$ cat src/rtl/knob_level_quantizer_hysteresis_unit_defines.svh
// assertion macros for the knob level quantizer
// used by knob_level_quantizer_hysteresis_unit, expects clk and rst_n in scope
`ifndef KNOB_LEVEL_QUANTIZER_HYSTERESIS_UNIT_DEFINES_SVH
`define KNOB_LEVEL_QUANTIZER_HYSTERESIS_UNIT_DEFINES_SVH

// same-cycle implication
`define KLQ_ASSERT_IMPL(lbl, ante, cons) \
  lbl: assert property (@(posedge clk) disable iff (!rst_n) (ante) |-> (cons)) \
    else $error("knob level quantizer assertion failed");

// next-cycle implication
`define KLQ_ASSERT_NEXT(lbl, ante, cons) \
  lbl: assert property (@(posedge clk) disable iff (!rst_n) (ante) |=> (cons)) \
    else $error("knob level quantizer assertion failed");

`endif

$ cat src/rtl/knob_lq_pkg.sv
// shared constants for the knob level quantizer
// no dependencies
package knob_lq_pkg;

  localparam int SAMPLE_BITS = 12;
  localparam int RAW_W       = 12;
  localparam int FS_W        = 12;
  localparam int LCNT_W      = 9;
  localparam int LVL_W       = 8;
  localparam int NUM_W       = RAW_W + LCNT_W;
  localparam int CFG_IDX_W   = 1;
  localparam int CFG_DATA_W  = 12;

  localparam logic [RAW_W-1:0] SAMPLE_MASK = RAW_W'((64'd1 << SAMPLE_BITS) - 64'd1);
  localparam logic [RAW_W-1:0] FLOOR_START = RAW_W'(600) & SAMPLE_MASK;
  localparam logic [LVL_W-1:0] LEVEL_LIMIT = LVL_W'(255);

  localparam logic [FS_W-1:0]   FULL_SCALE_RST  = FS_W'(4095);
  localparam logic [LCNT_W-1:0] LEVEL_COUNT_RST = LCNT_W'(39);

  localparam logic [CFG_IDX_W-1:0] CFG_FULL_SCALE  = CFG_IDX_W'(0);
  localparam logic [CFG_IDX_W-1:0] CFG_LEVEL_COUNT = CFG_IDX_W'(1);

endpackage

$ cat src/rtl/knob_level_quantizer_hysteresis_unit.sv
// knob level quantizer with hysteresis, top level
// on a divide fault the result goes straight to S_FIN; otherwise the serial multipliers
// run, then the held level is kept or saturates, or the serial divider recomputes it;
// no new sample is taken until the result is committed (in_stall is high while busy),
// and the result waits in S_FIN while out_stall holds it; synchronous active-low reset
// restores floor 600, no held level and the register reset values
`include "knob_level_quantizer_hysteresis_unit_defines.svh"

module knob_level_quantizer_hysteresis_unit (
  input  logic                                  clk,
  input  logic                                  rst_n,
  input  logic                                  cfg_we,
  input  logic [knob_lq_pkg::CFG_IDX_W-1:0]     cfg_index,
  input  logic [knob_lq_pkg::CFG_DATA_W-1:0]    cfg_data,
  input  logic                                  in_valid,
  output logic                                  in_stall,
  input  logic [knob_lq_pkg::RAW_W-1:0]         in_raw_sample,
  output logic                                  out_valid,
  input  logic                                  out_stall,
  output logic [knob_lq_pkg::LVL_W-1:0]         out_level,
  output logic                                  out_divide_fault
);

  localparam logic [2:0] S_IDLE  = 3'd0;
  localparam logic [2:0] S_MUL   = 3'd1;
  localparam logic [2:0] S_CHECK = 3'd2;
  localparam logic [2:0] S_DIV   = 3'd3;
  localparam logic [2:0] S_FIN   = 3'd4;

  localparam int NW = knob_lq_pkg::NUM_W;

  logic [2:0]                          state_r, state_nxt;
  logic [knob_lq_pkg::FS_W-1:0]        full_scale_r;
  logic [knob_lq_pkg::LCNT_W-1:0]      level_count_r;
  logic [knob_lq_pkg::RAW_W-1:0]       floor_r, floor_nxt;
  logic [knob_lq_pkg::LVL_W-1:0]       held_r, held_nxt;
  logic                                valid_r, valid_nxt;
  logic [knob_lq_pkg::FS_W-1:0]        den_r, den_nxt;
  logic [knob_lq_pkg::LVL_W-1:0]       res_level_r, res_level_nxt;
  logic                                res_fault_r, res_fault_nxt;
  logic                                out_valid_r, out_valid_nxt;
  logic [knob_lq_pkg::LVL_W-1:0]       out_level_r, out_level_nxt;
  logic                                out_fault_r, out_fault_nxt;

  logic                                accept;
  logic [knob_lq_pkg::RAW_W-1:0]       raw;
  logic [knob_lq_pkg::RAW_W-1:0]       floor_new;
  logic                                fault;
  logic [knob_lq_pkg::RAW_W-1:0]       diff;
  logic [knob_lq_pkg::FS_W-1:0]        den_new;
  logic                                mul_start;
  logic [NW-1:0]                       num, held_den;
  logic                                mul0_done, mul1_done;
  logic [knob_lq_pkg::FS_W-1:0]        half;
  logic                                keep, sat;
  logic                                div_start, div_done;
  logic [knob_lq_pkg::LVL_W-1:0]       div_quo;
  logic                                commit;

  assign in_stall  = (state_r != S_IDLE);
  assign accept    = in_valid && !in_stall;
  assign raw       = in_raw_sample & knob_lq_pkg::SAMPLE_MASK;
  assign floor_new = (floor_r > raw) ? raw : floor_r;
  assign fault     = (full_scale_r <= floor_new);
  assign diff      = raw - floor_new;
  assign den_new   = full_scale_r - floor_new;
  assign mul_start = accept && !fault;

  knob_lq_mul u_mul_num (
    .clk   (clk),
    .rst_n (rst_n),
    .start (mul_start),
    .mcand (diff),
    .mplr  (level_count_r),
    .prod  (num),
    .done  (mul0_done)
  );

  knob_lq_mul u_mul_band (
    .clk   (clk),
    .rst_n (rst_n),
    .start (mul_start),
    .mcand (den_new),
    .mplr  ({1'b0, held_r}),
    .prod  (held_den),
    .done  (mul1_done)
  );

  // hysteresis window around the held band
  assign half = den_r >> 1;
  assign keep = valid_r && (num >= NW'(half)) &&
                (({1'b0, num} + (NW+1)'(half)) >= {1'b0, held_den}) &&
                ((num - NW'(half)) <= (held_den + NW'(den_r)));
  assign sat  = (num >= (NW'(den_r) << knob_lq_pkg::LVL_W));
  assign div_start = (state_r == S_CHECK) && !keep && !sat;

  knob_lq_div u_div (
    .clk   (clk),
    .rst_n (rst_n),
    .start (div_start),
    .num   (num),
    .den   (den_r),
    .quo   (div_quo),
    .done  (div_done)
  );

  assign commit = (state_r == S_FIN) && !(out_valid_r && out_stall);

  always_comb begin
    state_nxt     = state_r;
    floor_nxt     = floor_r;
    held_nxt      = held_r;
    valid_nxt     = valid_r;
    den_nxt       = den_r;
    res_level_nxt = res_level_r;
    res_fault_nxt = res_fault_r;
    out_valid_nxt = out_valid_r && out_stall;
    out_level_nxt = out_level_r;
    out_fault_nxt = out_fault_r;
    unique case (state_r)
      S_IDLE: begin
        if (accept) begin
          floor_nxt = floor_new;
          den_nxt   = den_new;
          if (fault) begin
            res_level_nxt = '0;
            res_fault_nxt = 1'b1;
            state_nxt     = S_FIN;
          end else begin
            res_fault_nxt = 1'b0;
            state_nxt     = S_MUL;
          end
        end
      end
      S_MUL: begin
        if (mul0_done) begin
          state_nxt = S_CHECK;
        end
      end
      S_CHECK: begin
        if (keep) begin
          res_level_nxt = held_r;
          state_nxt     = S_FIN;
        end else if (sat) begin
          res_level_nxt = knob_lq_pkg::LEVEL_LIMIT;
          state_nxt     = S_FIN;
        end else begin
          state_nxt = S_DIV;
        end
      end
      S_DIV: begin
        if (div_done) begin
          res_level_nxt = div_quo;
          state_nxt     = S_FIN;
        end
      end
      S_FIN: begin
        if (commit) begin
          held_nxt      = res_level_r;
          valid_nxt     = 1'b1;
          out_valid_nxt = 1'b1;
          out_level_nxt = res_level_r;
          out_fault_nxt = res_fault_r;
          state_nxt     = S_IDLE;
        end
      end
      default: begin
        state_nxt = S_IDLE;
      end
    endcase
  end

  always_ff @(posedge clk) begin
    if (!rst_n) begin
      state_r       <= S_IDLE;
      full_scale_r  <= knob_lq_pkg::FULL_SCALE_RST;
      level_count_r <= knob_lq_pkg::LEVEL_COUNT_RST;
      floor_r       <= knob_lq_pkg::FLOOR_START;
      held_r        <= '0;
      valid_r       <= 1'b0;
      out_valid_r   <= 1'b0;
    end else begin
      state_r     <= state_nxt;
      floor_r     <= floor_nxt;
      held_r      <= held_nxt;
      valid_r     <= valid_nxt;
      out_valid_r <= out_valid_nxt;
      if (cfg_we) begin
        unique case (cfg_index)
          knob_lq_pkg::CFG_FULL_SCALE: begin
            full_scale_r <= cfg_data[knob_lq_pkg::FS_W-1:0];
          end
          knob_lq_pkg::CFG_LEVEL_COUNT: begin
            level_count_r <= cfg_data[knob_lq_pkg::LCNT_W-1:0];
          end
          default: begin
          end
        endcase
      end
    end
    den_r       <= den_nxt;
    res_level_r <= res_level_nxt;
    res_fault_r <= res_fault_nxt;
    out_level_r <= out_level_nxt;
    out_fault_r <= out_fault_nxt;
  end

  assign out_valid        = out_valid_r;
  assign out_level        = out_level_r;
  assign out_divide_fault = out_fault_r;

  `KLQ_ASSERT_IMPL(a_fault_level_zero, out_valid && out_divide_fault, out_level == '0)
  `KLQ_ASSERT_IMPL(a_floor_never_rises, $past(rst_n), floor_r <= $past(floor_r))
  `KLQ_ASSERT_IMPL(a_mul_lockstep, 1'b1, mul0_done == mul1_done)
  `KLQ_ASSERT_NEXT(a_div_only_from_check, div_start, state_r == S_DIV && !div_done)

endmodule

$ cat src/rtl/knob_lq_mul.sv
// bit-serial shift-add multiplier, one multiplier bit per cycle
// depends on knob_lq_pkg
module knob_lq_mul (
  input  logic                                 clk,
  input  logic                                 rst_n,
  input  logic                                 start,
  input  logic [knob_lq_pkg::RAW_W-1:0]        mcand,
  input  logic [knob_lq_pkg::LCNT_W-1:0]       mplr,
  output logic [knob_lq_pkg::NUM_W-1:0]        prod,
  output logic                                 done
);

  localparam int CNT_W = $clog2(knob_lq_pkg::LCNT_W + 1);

  logic [knob_lq_pkg::NUM_W-1:0]  acc_r, acc_nxt;
  logic [knob_lq_pkg::NUM_W-1:0]  mcand_r, mcand_nxt;
  logic [knob_lq_pkg::LCNT_W-1:0] mplr_r, mplr_nxt;
  logic [CNT_W-1:0]               cnt_r, cnt_nxt;

  always_comb begin
    acc_nxt   = acc_r;
    mcand_nxt = mcand_r;
    mplr_nxt  = mplr_r;
    cnt_nxt   = cnt_r;
    if (start) begin
      acc_nxt   = '0;
      mcand_nxt = knob_lq_pkg::NUM_W'(mcand);
      mplr_nxt  = mplr;
      cnt_nxt   = CNT_W'(knob_lq_pkg::LCNT_W);
    end else if (cnt_r != '0) begin
      if (mplr_r[0]) begin
        acc_nxt = acc_r + mcand_r;
      end
      mcand_nxt = mcand_r << 1;
      mplr_nxt  = mplr_r >> 1;
      cnt_nxt   = cnt_r - CNT_W'(1);
    end
  end

  always_ff @(posedge clk) begin
    if (!rst_n) begin
      cnt_r <= '0;
    end else begin
      cnt_r <= cnt_nxt;
    end
    acc_r   <= acc_nxt;
    mcand_r <= mcand_nxt;
    mplr_r  <= mplr_nxt;
  end

  assign prod = acc_r;
  assign done = (cnt_r == '0);

endmodule

$ cat src/rtl/knob_lq_div.sv
// restoring divider, one quotient bit per cycle, quotient known below 256
// depends on knob_lq_pkg
module knob_lq_div (
  input  logic                                clk,
  input  logic                                rst_n,
  input  logic                                start,
  input  logic [knob_lq_pkg::NUM_W-1:0]       num,
  input  logic [knob_lq_pkg::FS_W-1:0]        den,
  output logic [knob_lq_pkg::LVL_W-1:0]       quo,
  output logic                                done
);

  localparam int CNT_W = $clog2(knob_lq_pkg::LVL_W + 1);

  logic [knob_lq_pkg::NUM_W-1:0] rem_r, rem_nxt;
  logic [knob_lq_pkg::NUM_W-1:0] dsr_r, dsr_nxt;
  logic [knob_lq_pkg::LVL_W-1:0] quo_r, quo_nxt;
  logic [CNT_W-1:0]              cnt_r, cnt_nxt;

  always_comb begin
    rem_nxt = rem_r;
    dsr_nxt = dsr_r;
    quo_nxt = quo_r;
    cnt_nxt = cnt_r;
    if (start) begin
      rem_nxt = num;
      dsr_nxt = knob_lq_pkg::NUM_W'(den) << (knob_lq_pkg::LVL_W - 1);
      quo_nxt = '0;
      cnt_nxt = CNT_W'(knob_lq_pkg::LVL_W);
    end else if (cnt_r != '0) begin
      if (rem_r >= dsr_r) begin
        rem_nxt = rem_r - dsr_r;
        quo_nxt = {quo_r[knob_lq_pkg::LVL_W-2:0], 1'b1};
      end else begin
        quo_nxt = {quo_r[knob_lq_pkg::LVL_W-2:0], 1'b0};
      end
      dsr_nxt = dsr_r >> 1;
      cnt_nxt = cnt_r - CNT_W'(1);
    end
  end

  always_ff @(posedge clk) begin
    if (!rst_n) begin
      cnt_r <= '0;
    end else begin
      cnt_r <= cnt_nxt;
    end
    rem_r <= rem_nxt;
    dsr_r <= dsr_nxt;
    quo_r <= quo_nxt;
  end

  assign quo  = quo_r;
  assign done = (cnt_r == '0);

endmodule
$ cat config.mk
export PLATFORM = sky130hd
export DESIGN_NAME = knob_level_quantizer_hysteresis_unit
export DESIGN_NICKNAME = d
export VERILOG_FILES = /design/src/rtl/knob_lq_pkg.sv /design/src/rtl/knob_level_quantizer_hysteresis_unit.sv /design/src/rtl/knob_lq_mul.sv /design/src/rtl/knob_lq_div.sv
export VERILOG_INCLUDE_DIRS = /design/src /design/src/rtl
export SDC_FILE = /design/constraint.sdc
export NUM_CORES = 1
export LEC_CHECK = 0
export ABC_AREA = 1
export BUFFER_PORTS_ARGS = -buffer_cell sky130_fd_sc_hd__buf_2
export CORE_ASPECT_RATIO = 0.9
export CORE_MARGIN = 2
export CORE_UTILIZATION = 52
export CTS_CLUSTER_SIZE = 24
export DETAILED_ROUTE_END_ITERATION = 8
export GPL_ROUTABILITY_DRIVEN = 1
export PLACE_DENSITY_LB_ADDON = 0.1
export SKIP_CTS_REPAIR_TIMING = 1
export SLEW_MARGIN = 25
export SYNTH_ARGS = -nofsm -noshare
export SYNTH_HDL_FRONTEND = slang
export SYNTH_HIERARCHICAL = 1
export SYNTH_SLANG_ARGS = --single-unit
$ cat constraint.sdc
create_clock -name clk -period 5.12 [get_ports clk]
set_input_delay 1.024 -clock clk [delete_from_list [all_inputs] [get_ports clk]]
set_output_delay 1.024 -clock clk [all_outputs]
set_load 0.05 [all_outputs]
### Yosys cells after proc, flatten, opt, wreduce, memory -nomap -nowiden

Cells that the tools add are included.

* bits in registers: 237
* latch bits: 0
* bits in writable memories: 0
* bits in read-only memories: 0
* input bits: 30
* output and inout port bits: 11
* logic and storage cells: 135
* memories: 0

* $add $sub $neg: 11
* multiply operators: 0
* divide/modulo/power cells: 0
* magnitude comparators: 7
* equality and inequality tests: 10
* shift-type cells: 0
* mux-type cells: 38
* bitwise operators: 2
* reductions and logical operators: 37

Operators with widths (count)
* 2-to-1 mux 21 bit: 3
* 2-to-1 mux 12 bit: 5
* 2-to-1 mux 8 bit: 7
* adder 21 bit: 2
* 2-to-1 mux 19 bit: 2
* 2-to-1 mux 4 bit: 6
* case mux 8 bit (3 select lines): 1
* subtractor 12 bit: 2
* adder 21 x 11 -> 22 bit: 1
* greater-or-equal comparator 22 x 21 -> 1 bit: 1
* adder 21 x 12 -> 21 bit: 1
* greater-or-equal comparator 21 x 11 -> 1 bit: 1
* greater-or-equal comparator 21 x 19 -> 1 bit: 1
* greater-or-equal comparator 21 x 20 -> 1 bit: 1
* less-or-equal comparator 21 bit: 1
* 2-to-1 mux 3 bit: 7
* subtractor 21 x 11 -> 21 bit: 1
* subtractor 21 x 19 -> 21 bit: 1
* 2-to-1 mux 9 bit: 2
* case mux 3 bit (5 select lines): 1
* AND reduction 2 bit: 7
* > comparator 12 bit: 1
* less-or-equal comparator 12 bit: 1
* nonzero test 4 bit: 3
* 17 further kinds: 46

### Depth between registers and ports, before layout

* depth after elaboration: 9
* gate-level depth with buffers: 37
* depth with buffers taken out: 36

### Modules after synthesis

The synthesis kept the hierarchy.

By module, submodules not included
* knob_level_quantizer_hysteresis_unit: instances 1, cells each 1022, area an instance 7544.7 um^2, seq. area each 1821.7 um^2
* knob_lq_div: instances 1, cells each 496, area an instance 3570.9 um^2, seq. area each 1371.3 um^2
* knob_lq_mul at u_mul_num: instances 1, cells each 509, area an instance 3497.1 um^2, seq. area each 1311.3 um^2
* knob_lq_mul at u_mul_band: instances 1, cells each 509, area an instance 3480.8 um^2, seq. area each 1311.3 um^2

### Least setup slack after synthesis

No wires, ideal clock.

* kind: input -> register
* from: in in_raw_sample[1] (netlist name)
* to: reg u_mul_band/mcand_r[0] (netlist name), enable pin
* arrival: 4.752 ns
* required time: 4.742 ns
* slack: -0.009 ns
* stages: 22
* buffers on the path: 1
* cell sequence: inv_1 -> ha_1 -> a21oi_1 -> o31ai_1 -> nand3_1 -> o2111ai_1 -> nand2_1 -> o21ai_0 -> inv_1 -> fa_1 -> nor3_1 -> nor2_1 -> inv_1 -> a21oi_1 -> o21ai_1 -> a21oi_1 -> o21bai_1 -> nand2_1 -> nor2_1 -> clkinv_1 -> clkbuf_1 -> nand2_1

* word-level cells in the longest chain between the ends: 6

RTL lines
* start, declared: RTL line knob_level_quantizer_hysteresis_unit.sv:17 `input logic [knob_lq_pkg::RAW_W-1:0] in_raw_sample,`
* > comparator 12 bit: RTL line knob_level_quantizer_hysteresis_unit.sv:63 `assign floor_new = (floor_r > raw) ? raw : floor_r;`
* 2-to-1 mux 12 bit (*): RTL line knob_level_quantizer_hysteresis_unit.sv:63
* net floor_new, one bit: RTL line knob_level_quantizer_hysteresis_unit.sv:47 `logic [knob_lq_pkg::RAW_W-1:0] floor_new;`
* less-or-equal comparator 12 bit (*): RTL line knob_level_quantizer_hysteresis_unit.sv:64 `assign fault = (full_scale_r <= floor_new);`
* net fault: RTL line knob_level_quantizer_hysteresis_unit.sv:48 `logic fault;`
* logical NOT 1 bit (*): RTL line knob_level_quantizer_hysteresis_unit.sv:67 `assign mul_start = accept && !fault;`
* logical AND 1 bit (*): RTL line knob_level_quantizer_hysteresis_unit.sv:67
* net mul_start: RTL line knob_level_quantizer_hysteresis_unit.sv:51 `logic mul_start;`
* nonzero test 2 bit (no source line) (*)
* end signal, assigned: RTL line knob_lq_mul.sv:47 `mcand_r <= mcand_nxt;`
* end, declared: RTL line knob_lq_mul.sv:16 `logic [knob_lq_pkg::NUM_W-1:0] mcand_r, mcand_nxt;`

The timed path passes the listed nets; every way through them passes the cells marked *.
A chain may end at the register's enable or synchronous reset.

### Final worst setup path

* from: reg den_r[0] (netlist name)
* to: reg u_div/rem_r[15] (netlist name), data pin

* word-level cells in the longest chain between the ends: 7
* elaborated cells between the ends (all ways): 9

RTL lines
* start, declared: RTL line knob_level_quantizer_hysteresis_unit.sv:38 `logic [knob_lq_pkg::FS_W-1:0] den_r, den_nxt;`
* start signal, assigned: RTL line knob_level_quantizer_hysteresis_unit.sv:201 `den_r <= den_nxt;`
* adder 21 x 12 -> 21 bit: RTL line knob_level_quantizer_hysteresis_unit.sv:93 `((num - NW'(half)) <= (held_den + NW'(den_r)));`
* less-or-equal comparator 21 bit: RTL line knob_level_quantizer_hysteresis_unit.sv:93
* logical AND 1 bit: RTL line knob_level_quantizer_hysteresis_unit.sv:92 `(({1'b0, num} + (NW+1)'(half)) >= {1'b0, held_den}) &&`
* logical NOT 1 bit: RTL line knob_level_quantizer_hysteresis_unit.sv:95 `assign div_start = (state_r == S_CHECK) && !keep && !sat;`
* logical AND 1 bit: RTL line knob_level_quantizer_hysteresis_unit.sv:95
* logical AND 1 bit (*): RTL line knob_level_quantizer_hysteresis_unit.sv:95
* net div_start: RTL line knob_level_quantizer_hysteresis_unit.sv:56 `logic div_start, div_done;`
* 2-to-1 mux 21 bit (*): RTL line knob_lq_div.sv:25 `if (start) begin`
* net u_div.rem_nxt, one bit: RTL line knob_lq_div.sv:15 `logic [knob_lq_pkg::NUM_W-1:0] rem_r, rem_nxt;`
* end signal, assigned: RTL line knob_lq_div.sv:48 `rem_r <= rem_nxt;`
* end, declared: RTL line knob_lq_div.sv:15

Marked as above.

==> impl_metrics.yaml <==
run_status:
  status: "complete, no violations"
setup_path:
  worstPathRequired_ps: 5440
  crit_fanout: 11
  r2r_end: "u_div/rem_r[15]$_DFFE_PP_"
  startpoint_type: "flip-flop"
  critPathArrivalTime_ps: 5140
  cp_slowest_cell: "edfxtp_1"
  cpMostUsedCell: "nor2_1"
  r2r_start: "den_r[0]$_DFFE_PP_"
  slowest_delay_ps: 470
  crit_path_end_kind: "flip-flop"
  critPathKind: "reg2reg"
  critPathBufInv: 6
  rr_worst_depth: 27
  timing.reg2reg.setup_slack_ps: 300
  worst_path_dominant_cell_family: "simple AND/OR/NAND/NOR gates"
timing:
  fin_worst_skew_ps: 11.3
  max_slew_margin_pct: 55.5
  slew_viol_final: 0
  hold_violations: 0
  setup_viol: 0
  layout_min_cycle_time_ps: 4820
  fmax_mhz: 207
  min_period_over_period_pct: 94.1
  worst_pin_slew_ps: 665
placement:
  port_buffers: 40
  finalWeightedCongestion: 0.945
  dpl.hpwl_mm: 39.6
  dpl.cell_count: 3058
die:
  rows: 64
  core_sq_um: 34100
  die_area_sq_um: 36300
  die_w_um: 201
  io_pins: 41
  start_util_pct: 53.0
  chipHeight_um: 181
synth:
  synth_top_area_cell: "edfxtp_1"
  synth_simple_gate_area_share_pct: 29.2
  synth_top_family_by_area: "simple AND/OR/NAND/NOR gates"
  synthCells: 2536
  yosysSeqAreaShare_pct: 32.1
  avgSynthCellArea_sq_um: 7.13
  synth-xor-area-share_pct: 4.65
  yosysTopAreaCellShare_pct: 17.4
  synthAdderAreaFrac_pct: 13.7
  ys_warn_count: 6
  synth_fp_nets: 2759
  synth_compound_area_share_pct: 11.1
  synth_top_cells_by_area: "edfxtp_1 (17%), dfxtp_1 (15%), nand2_1 (14%)"
  synth_mux_area_share_pct: 0.0830
  synth.distinct_cells: 61
  ys_ff_latch: 238
  synth_area_sq_um: 18100
global_routing:
  met2_usage_pct: 42.7
  top_usage_layer: "met2"
  grtUsageMet3_pct: 4.80
  antenna_found_initial: 0
  grtUsageTotal_pct: 27.4
  grt_first_pass_wirelength_mm: 80.4
  grt_max_degree: 56
  grt_use_met1_pct: 39.6
  grt-ovfl-total: 0
  grt_pass1_vias: 15400
cells_and_area:
  diodes: 0
  multi_input_area_sq_um: 10700
  stdcell_count: 3115
  fillers: 3292
  syn_to_final_growth_pct: 11.8
  regArea_sq_um: 5820
  drive_gt1_share_pct: 10.9
  final_nets: 2855
  fin_util_pct: 59.3
worst_hold_path:
  worstHoldStart: "res_level_r[3]$_DFFE_PP_"
  holdPathEnd: "out_level[3]$_DFFE_PP_"
  holdPathStages: 0
  hold_class: "reg2reg"
clock_network:
  cts_sinks: 238
  cts_buffers: 27
  insertion_delay_ps: 570
  cts_tree: "yes"
  clockBufferDepth: 3
  htreeDepth: 1
  clkTransAtPathRegs_ps: 60
  root_buffer: "clkbuf_16"
drt:
  wl_per_cell_um: 16.0
  wirelength_mm: 49.7
  via_per_inst: 5.22
  drcViolationCount: 0
  drt_pass1_iterations: 5
  ant_nets: 0
  vias: 16300
  drt-initial-drc-count: 1163
flow_run:
  drv_cap: 0
==> registers in the layout, summed over array words and instances (netlist names), 3 cells and up <==
signal	cells
held_r	8
u_mul_num/prod	21
u_mul_band/mcand_r	21
full_scale_r	12
u_div/rem_r	21
u_mul_num/mcand_r	21
out_level	8
den_r	12
level_count_r	9
res_level_r	8
u_div/cnt_r	4
state_r	3
u_mul_band/cnt_r	4
u_mul_band/prod	21
floor_r	12
u_mul_num/mplr_r	9
u_mul_num/cnt_r	4
u_mul_band/mplr_r	9
u_div/dsr_r	19
u_div/quo	8
==> worst register-to-register path, stage by stage (launching register included) <==
cell and delay, ps:
edfxtp_1 470, ha_1 180, inv_1 60, fa_1 410
o21ai_2 200, a21oi_1 110, o21bai_2 170, nand3_2 110
nor2_2 90, nor2_1 80, o21ai_4 160, buf_4 150
nand4_1 90, xor2_1 180, ha_1 300, nand4_1 220
inv_1 90, a21oi_2 180, nand3_1 90, nand2_1 100
nand3_4 120, nand3_4 140, clkinvlp_4 230, inv_4 190
buf_4 220, nand2_1 80, nor2_1 100, nor2_1 50
==> synth_stat cells (all sizes together) <==
| cell type | count |
|---|---|
| o21a | 2 |
| a21boi | 4 |
| nand2 | 699 |
| nand4 | 25 |
| or2 | 4 |
| nor3b | 2 |
| clkbuf | 23 |
| nor4 | 4 |
| edfxtp | 105 |
| ha | 185 |
| a21oi | 146 |
| o21bai | 17 |
| conb | 1 |
| o21ai | 146 |
| mux2 | 1 |
| fa | 8 |
| a31oi | 3 |
| nor2 | 312 |
| xnor2 | 22 |
| buf | 29 |
| nand3 | 132 |
| and3 | 2 |
| dfxtp | 133 |
| nand3b | 9 |
| o31ai | 4 |
| and2 | 7 |
| nor3 | 32 |
| o211ai | 9 |
| o2111ai | 1 |
| inv | 366 |
| or3b | 2 |
| a211oi | 18 |
| a21o | 3 |
| clkinv | 5 |
| xor2 | 74 |
| a2111oi | 1 |
==> stage by stage <==
step / worst slack (ps) / setup TNS, ps / hold WS [ps] / cell area (sq um)
2_1_floorplan: 195 / 0 / 400 / 18100
3_3_place_gp: 38.7 / 0 / 435 / 19200
3_5_place_dp: -42.6 / -829 / 436 / 19200
4_1_cts: 21.3 / 0 / 454 / 20100
5_1_grt: -61.8 / -997 / 467 / 20200
6_report: 301 / 0 / 454 / 20200
==> cell usage in the layout, fill, tap and decap left out, types with 5 or more instances in the layout <==
cell type  count
o21ai_2        6
xor2_1        74
o211ai_1       9
xnor2_1       22
ha_1         184
clkinv_1       9
o21ai_1       10
buf_2         40
nor2_2        19
dfxtp_1      133
inv_1        353
clkinv_2       6
and2_1         6
nand3_2       17
nand2_1      669
nand3_1      113
o21bai_1      15
buf_12         6
nand4_1       24
nor3_1        27
nor3_2         5
nand3b_1       9
fa_1           6
inv_2         11
o21ai_0      129
a211oi_1      16
nor2_1       287
clkbuf_16     27
clkbuf_1       6
buf_4         72
nand2_2       30
a21oi_1      136
edfxtp_1     105
a21oi_2        9
nor2_4         6
==> worst max path at each step <==
stage / endpoint / cells after the start / slack (ps) / from
final: u_div/rem_r[15]$_DFFE_PP_ / 27 / 300 / den_r[0]$_DFFE_PP_
after global routing: u_div/dsr_r[16]$_DFFE_PP_ / 34 / -60 / den_r[1]$_DFFE_PP_
after CTS: u_div/dsr_r[16]$_DFFE_PP_ / 30 / 20 / den_r[1]$_DFFE_PP_
after detailed placement: u_mul_band/mplr_r[1]$_DFFE_PP_ / 26 / -40 / in_raw_sample[3]
after global placement: u_div/dsr_r[16]$_DFFE_PP_ / 34 / 40 / den_r[1]$_DFFE_PP_
after floorplan: u_mul_band/mcand_r[0]$_SDFFCE_PN0P_ / 22 / 200 / in_raw_sample[1]
==> metal layers <==
| layer | wire length [um] | vias to the layer above |
|---|---|---|
| li1 | - | 8381 |
| met1 | 24100 | 7401 |
| met2 | 21100 | 417 |
| met3 | 3390 | 54 |
| met4 | 1120 | 0 |
| met5 | 0 | - |
==> layout make-up <==
type                    instances  area share [%]
clock buffers                  34            3.52
inverters                     371            6.92
repair buffers                119            4.31
flip-flops and latches        238            28.8
clock inverters                16           0.730
multi-input cells            1875            52.9
well taps                     462            2.86
==> cell families (layout without fill, tap and decap cells) <==
logic type	count (synthesis)	in the layout
compound gates	354	354
xor+xnor	96	96
fa+ha+maj	193	193
buf+inv	423	540
flops	238	238
mux	1	1
other cells	1	1
simple gates	1230	1230
Power is left out: the tool's default activity adds up to more than one toggle a clock period on the data nets, which glitch-free logic cannot reach.
